### src/rtl/core/cks_pkg.sv
// Shared types and field widths of the composite key sorter.
// No dependencies; imported by the top level and its checker.
package cks_pkg;

    localparam int RANK_W = 4;
    localparam int SUIT_W = 2;
    localparam int KEY_W  = RANK_W + SUIT_W;

    typedef logic [KEY_W-1:0] t_key;

    typedef enum logic [2:0] {
        S_LOAD,
        S_FETCH,
        S_TAKE,
        S_READ,
        S_CMP,
        S_EMIT
    } t_state;

endpackage

### src/rtl/core/composite_key_sorter.sv
// Composite key sorter: one item per cycle is loaded; on the last item of a set
// the stored n items are exchange sorted by one comparator and emitted in order.
// Each compare is a memory read (S_READ) followed by a compare/write (S_CMP).
// Throughput: one item per cycle while loading; the block is not ready while sorting.
// Reset (synchronous, active low) empties the set and clears overflow; store is not cleared.
module composite_key_sorter #(
    parameter int MAX_ITEMS = 16
) (
    input  logic                       i_clk,
    input  logic                       i_rst_n,
    input  logic                       i_in_valid,
    output logic                       o_in_ready,
    input  logic [cks_pkg::RANK_W-1:0] i_card_rank,
    input  logic [cks_pkg::SUIT_W-1:0] i_card_suit,
    input  logic                       i_set_last,
    output logic                       o_out_valid,
    input  logic                       i_out_ready,
    output logic [cks_pkg::RANK_W-1:0] o_sorted_rank,
    output logic [cks_pkg::SUIT_W-1:0] o_sorted_suit,
    output logic                       o_run_last,
    output logic                       o_overflow
);
    import cks_pkg::*;

    localparam int AW = $clog2(MAX_ITEMS);
    localparam int CW = $clog2(MAX_ITEMS + 1);

    t_key           r_mem [MAX_ITEMS];
    t_key           r_rd_data;
    t_state         r_state, n_state;
    logic [CW-1:0]  r_count, n_count;
    logic [CW-1:0]  r_a, n_a;
    logic [CW-1:0]  r_b, n_b;
    t_key           r_min, n_min;
    logic           r_ovf, n_ovf;

    logic           w_we;
    logic [AW-1:0]  w_wa;
    t_key           w_wd;
    logic [AW-1:0]  w_rd_addr;
    logic [CW-1:0]  w_a_inc;
    logic [CW-1:0]  w_b_inc;
    logic           w_set_end;

    assign w_a_inc   = r_a + CW'(1);
    assign w_b_inc   = r_b + CW'(1);
    assign w_set_end = (w_a_inc == r_count);
    assign w_rd_addr = (r_state == S_READ) ? r_b[AW-1:0] : r_a[AW-1:0];

    always_ff @(posedge i_clk) begin
        if (w_we) begin
            r_mem[w_wa] <= w_wd;
        end
        r_rd_data <= r_mem[w_rd_addr];
    end

    always_ff @(posedge i_clk) begin
        if (!i_rst_n) begin
            r_state <= S_LOAD;
            r_count <= '0;
            r_ovf   <= 1'b0;
        end else begin
            r_state <= n_state;
            r_count <= n_count;
            r_ovf   <= n_ovf;
        end
    end

    always_ff @(posedge i_clk) begin
        r_a   <= n_a;
        r_b   <= n_b;
        r_min <= n_min;
    end

    always_comb begin
        n_state     = r_state;
        n_count     = r_count;
        n_ovf       = r_ovf;
        n_a         = r_a;
        n_b         = r_b;
        n_min       = r_min;
        w_we        = 1'b0;
        w_wa        = r_b[AW-1:0];
        w_wd        = r_min;
        o_in_ready  = 1'b0;
        o_out_valid = 1'b0;
        unique case (r_state)
            S_LOAD: begin
                o_in_ready = 1'b1;
                if (i_in_valid) begin
                    if (r_count < CW'(MAX_ITEMS)) begin
                        w_we    = 1'b1;
                        w_wa    = r_count[AW-1:0];
                        w_wd    = {i_card_rank, i_card_suit};
                        n_count = r_count + CW'(1);
                    end else begin
                        n_ovf = 1'b1;
                    end
                    if (i_set_last) begin
                        n_a     = '0;
                        n_state = S_FETCH;
                    end
                end
            end
            S_FETCH: begin
                n_b     = w_a_inc;
                n_state = S_TAKE;
            end
            S_TAKE: begin
                // hold the running minimum for position a
                n_min   = r_rd_data;
                n_state = (r_b < r_count) ? S_READ : S_EMIT;
            end
            S_READ: begin
                n_state = S_CMP;
            end
            S_CMP: begin
                // swap: the larger key goes back to slot b
                if (r_rd_data < r_min) begin
                    w_we  = 1'b1;
                    w_wa  = r_b[AW-1:0];
                    w_wd  = r_min;
                    n_min = r_rd_data;
                end
                n_b     = w_b_inc;
                n_state = (w_b_inc < r_count) ? S_READ : S_EMIT;
            end
            S_EMIT: begin
                o_out_valid = 1'b1;
                if (i_out_ready) begin
                    if (w_set_end) begin
                        n_count = '0;
                        n_ovf   = 1'b0;
                        n_state = S_LOAD;
                    end else begin
                        n_a     = w_a_inc;
                        n_state = S_FETCH;
                    end
                end
            end
            default: begin
                n_state = S_LOAD;
            end
        endcase
    end

    assign o_sorted_rank = r_min[KEY_W-1:SUIT_W];
    assign o_sorted_suit = r_min[SUIT_W-1:0];
    assign o_run_last    = w_set_end;
    assign o_overflow    = r_ovf;

endmodule

### config.mk
export PLATFORM = sky130hd
export DESIGN_NAME = composite_key_sorter
export DESIGN_NICKNAME = d
export VERILOG_FILES = /design/src/rtl/core/cks_pkg.sv /design/src/rtl/core/composite_key_sorter.sv
export SDC_FILE = /design/constraint.sdc
export NUM_CORES = 1
export LEC_CHECK = 0
export ABC_CLOCK_PERIOD_IN_PS = 2400
export BUFFER_PORTS_ARGS = -buffer_cell sky130_fd_sc_hd__clkbuf_2
export CAP_MARGIN = 15
export CORE_UTILIZATION = 35
export DETAILED_ROUTE_END_ITERATION = 8
export PLACE_DENSITY_LB_ADDON = 0.12
export SLEW_MARGIN = 10
export SYNTH_ARGS = -nofsm -noshare
export SYNTH_HDL_FRONTEND = slang
export SYNTH_SLANG_ARGS = --single-unit
### constraint.sdc
create_clock -name i_clk -period 2.4 [get_ports i_clk]
set_input_delay 0.12 -clock i_clk [delete_from_list [all_inputs] [get_ports i_clk]]
set_output_delay 0.12 -clock i_clk [all_outputs]
set_load 0.05 [all_outputs]
---- After elaboration in Yosys (flattened, before gate mapping) ----
Memories as Yosys holds them, arrays and structs flattened. A register that Yosys moved wholly into a read port is not among the register bits.
Cells that the tools add are included.
cells by class
  add/sub/neg operators ................... 3
  $lt $le $gt $ge ......................... 4
  eq/ne operators ......................... 14
  mux-type cells .......................... 40
  reductions and logical operators ........ 9
operator list
  cell                 count
  $mux 5               8
  $pmux 5 s2           3
  $mux 6               4
  $pmux 3 s6           1
  $mux 4               4
  $ne 2x2->1 const B   8
  $add 5x1->5 const B  3
  $mux 3               5
  $reduce_and 5->1     3
  $mux 1               12
  $pmux 6 s2           1
  $lt 5x5->1           2
  $eq 3x2->1 const B   2
  $eq 3x3->1 const B   2
  $lt 6x6->1           1
  $reduce_bool 2->1    3
  $eq 5x5->1           1
  $lt 5x5->1 const B   1
  $pmux 1 s2           2
  $eq 3x1->1 const B   1
  $logic_not 3->1      1
  $reduce_and 3->1     1
  $reduce_and 2->1     1
word-level totals
  register bits ........................... 25
  RAM bits ................................ 96
  bits of input ports ..................... 11
  output and inout bits ................... 10
  word-level logic and storage cells ...... 77
  memories kept ........................... 1
memory list
  name   words  bits a word  read ports  clocked after memory_dff  wr ports  RTL line                    source
  r_mem  16     6            1           1                         1         composite_key_sorter.sv:28  t_key r_mem [MAX_ITEMS];

---- Depth between registers and ports, before layout ----
  depth in word-level cells ............... 6
  gate-level depth with buffers ........... 9
  gate-level depth less buffers ........... 8

---- Least setup slack after synthesis ----
OpenSTA, ideal clock, no wires.
  path type ............................... reg2reg
  from .................................... register r_state[2]
  to ...................................... memory r_mem[0][1] (netlist bit), data pin
  setup time .............................. 0.330 ns
  data arrival time ....................... 2.801 ns
  data required time ...................... 2.070 ns
  setup slack ............................. -0.731 ns
  cell stages (with the launch flop) ...... 9
  buffers on the path ..................... 4
  period minus slack after synthesis ...... 3.131 ns
  path through ............................ dfxtp_1 buf_6 nor3_1 and3_1 buf_2 buf_2 buf_2 nand2_1 o21ai_0
on the way
  longest elaborated chain between the ends .. 2
ends and longest elaborated chain
  element                 RTL line                    source
  start, declared         composite_key_sorter.sv:30  t_state r_state, n_state;
  start signal, assigned  composite_key_sorter.sv:63  r_state <= n_state;
  $logic_not 3->1         composite_key_sorter.sv:87  unique case (r_state)
  $mux 6                  -
  named net w_wd[1]       composite_key_sorter.sv:39  t_key w_wd;
  end, declared           composite_key_sorter.sv:28
The timed path passes the listed nets, and every way through them passes these cells.

---- Worst setup path after layout ----
  from .................................... register r_min[4]
  to ...................................... memory r_mem[1][3] (netlist bit), enable pin
on the way
  longest elaborated chain between the ends .. 5
ends and longest elaborated chain
  element                       RTL line                     source
  start, declared               composite_key_sorter.sv:34   t_key r_min, n_min;
  start signal, assigned        composite_key_sorter.sv:72   r_min <= n_min;
  $lt 6x6->1                    composite_key_sorter.sv:119  if (r_rd_data < r_min) begin
  $mux 1                        composite_key_sorter.sv:119
  $pmux 1 s2                    composite_key_sorter.sv:87
  $mux 1                        composite_key_sorter.sv:51   if (w_we) begin
  $mux 1 (not written as such)  composite_key_sorter.sv:52   r_mem[w_wa] <= w_wd;
Every way passes these cells.

==> results.cfg <==
[pwr]
clkPwrFrac_pct = 35.5
p_comb_share_pct = 20.7
pwr-share-seq_pct = 43.7
ir_drop_uv = 547
p_sw_mw = 1.91
p_sw_share_pct = 29.8
p_int_mw = 4.48
power.leakage_nw = 2.66
power-per-cell-area_nw_per_um2 = 919

[logic_synthesis]
ys_ff_latch = 127
synth_edf_count = 112
yosys.area.top_type = edfxtp_1
ys.warnings.count = 0
synth_area_sq_um = 5720
synth-main-ff-cell = edfxtp_1
synth_top_cells_by_area = edfxtp_1 (59%), mux2i_1 (6.5%), dfxtp_1 (5.2%), nand2_1 (4.9%), ha_1 (3.5%)
synthCells = 454
async_reset_ff_share_pct = 0
syn_avg_cell_area_sq_um = 12.6
synth_seq_area_share_pct = 64.0
synth_top_area_share_pct = 58.8
synth_fp_nets = 481
yosysUniqueCellTypes = 44

[detailed_routing]
num_vias = 3794
wl_microns = 14100
dr.max_layer_used = met4
routed-wl-met3_microns = 564
vias_per_cell = 5.06
drtIter0Drc = 241
met2_length_microns = 6200
drc = 0
wl_met1_microns = 7160
antenna_left = 0
wl_per_cell_microns = 18.8
dr.pass1.iters = 5

[setup_path]
crit_family = compound AO/OA/AOI/OAI gates
cp_slowest_cell = o32a_1
critical_path_required_ns = 2.53
cp_slowest_stage_delay_ns = 0.48
rrSetupSlack_ns = 0.05
end_kind = flip-flop
worstPathMaxFanout = 5
worstPathCellList = inv_2, ha_4, a21o_1, a211oi_2, o21ai_2, o32a_1, nor2_1, buf_4
path_class = flip-flop to flip-flop
cp_data_arrival_time_ns = 2.48
startpoint_type = flip-flop
cp_num_buf_inv = 2

[global_route]
grt_max_degree = 26
grt_pass1_wl_microns = 21400
grt_pass1_vias = 3513
antenna_found_initial = 0
track_usage_pct = 18.1
grt_overflow = 0

[die]
rows = 46
dieArea_sq_um = 16900
start_util_pct = 35.9
core_area_sq_um = 15900
ios = 21
die_x_microns = 130
dieHeight_microns = 130

[clocking]
clkTransAtPathRegs_ns = 0.06
insertion_delay_ns = 0.42
ctsLongestPathBuffers = 2
cts-root-buf = clkbuf_16
htreeDepth = 4
cts_made_buffers = 17
cts_tree = done
clkSinkCount = 127

[timing]
tightest_slew_ns = 0.913
slew_headroom_pct = 38.5
hold_viol = 0
setup_viol_count_final = 0
fmax_mhz = 426
fin_setup_tns_ns = 0
slew_violations = 0
fin_skew_ns = 0.00807
post-route-period-util_pct = 97.8
period_needed_ns = 2.35

[place]
portBuffers = 20
gp_congestion = 0.767
dp_hpwl_microns = 9650

[finish]
fin_nets = 548
areaGrowthSynthToFinish_pct = 21.4
drive_gt1_share_pct = 21.3
diodes = 0
fillCellCount = 1487
post-route-util_pct = 43.6

[status]
outcome = complete, no violations

[hold_path]
hold_class = primary input to flip-flop

[job]
max-cap-violations = 0
synth_stat cells (2+ instances only):
library cell / n
nor2_1: 32
and3_1: 4
mux2_2: 3
buf_2: 7
o32a_1: 3
inv_1: 13
xnor2_1: 8
a221oi_1: 6
o21ai_0: 10
ha_1: 16
o22ai_1: 6
nor3b_1: 3
nor2b_1: 3
buf_6: 5
a211oi_1: 3
edfxtp_1: 112
o21ai_1: 5
xor2_1: 4
nand3_1: 32
nor3_1: 3
a41oi_1: 2
nand2_1: 75
a31oi_1: 5
a21oi_1: 11
nand2b_1: 6
clkbuf_1: 6
a21o_1: 3
dfxtp_1: 15
mux2i_2: 2
mux2i_1: 37
layout make-up:
class	instances	area, sq um	area share (%)
repair buffers	66	475	6.84
inverters	14	52.6	0.756
clock inverters	13	91.3	1.31
clock buffers	19	433	6.23
well taps	216	270	3.89
multi-input cells	295	1960	28.2
flip-flops and latches	127	3660	52.7
tightest hold or removal path, cell delays in order:
cell and delay, ns:
clkbuf_2 0.12, nand3_1 0.09, and3_1 0.15
power groups by stage:
stage / sequential, mW / combinational [mW] / clock, mW
final: 2.79 / 1.32 / 2.27
after global routing: 2.81 / 1.46 / 2.40
after global placement: 2.83 / 1.28 / 0
after floorplan: 2.85 / 0.752 / 0
after detailed placement: 2.83 / 1.29 / 0
after CTS: 2.79 / 1.30 / 2.31
kinds of logic (layout without fill, tap and decap cells):
group / count (synthesis) / in the layout / share of synthesized area (%)
buf+inv: 32 / 112 / 2.91
xor+xnor: 12 / 12 / 1.84
fa+ha+maj: 16 / 16 / 3.50
mux: 44 / 44 / 8.00
simple gates: 160 / 160 / 12.4
compound gates: 63 / 63 / 7.33
flops: 127 / 127 / 64.0
metrics by stage:
step	worst slack (ns)	total power, mW	hold slack, ns	instances	cell area, sq um
finish	0.0530	6.39	0.0930	750	6950
global route	-0.0792	6.67	0.111	750	6950
CTS	0.0277	6.40	0.0684	748	6880
detailed placement	0.0559	4.13	0.413	715	6350
global placement	0.127	4.11	0.412	715	6350
floorplan	-0.143	3.60	0.237	454	5740
state kept, by name (all words and copies together) (netlist names):
signal      count
r_mem          96
r_state         3
r_a             5
o_overflow      1
r_b             5
r_count         5
r_rd_data       6
r_min           6
repair_timing:
item | CTS | global route
endpoints found under the setup margin | 1 | 98
buffers inserted | 0 | 2
gates cloned | 0 | 0
endpoints found under the hold margin | 2 | 0
resized for setup | 1 | 10
pin swaps | 0 | 4
hold buffers | 1 | 0
routing by layer:
metal | up-vias | global-route usage, %
met3 | 14 | 3.85
li1 | 1813 | -
met5 | - | 0
met4 | 0 | 6.57
met2 | 108 | 26.0
met1 | 1859 | 26.7
cell usage in the layout, fill, tap and decap left out, types with 5 or more instances in the layout:
master and n:
edfxtp_1 112, nand2_1 75, buf_4 43, mux2i_1 37, nand3_1 32, nor2_1 28, clkbuf_2 19, clkbuf_16 17
ha_1 15, dfxtp_1 14, inv_1 12, a21oi_1 11, o21ai_1 9, xnor2_1 7, nand2b_1 6, o22ai_1 6
a221oi_1 6, a31oi_1 5, o21ai_0 5
path summary, 6_finish.rpt:
kind / start / end / depth (start not counted)
setup / recovery: r_min[4] / r_mem[1][3] / 8
hold / removal: i_out_ready / r_count[4] / 3
setup reg to reg: r_min[4] / r_mem[1][3] / 8
hold reg to reg: r_rd_data[0] / r_min[0] / 0
No activity file was read; power rests on OpenSTA's default activity.
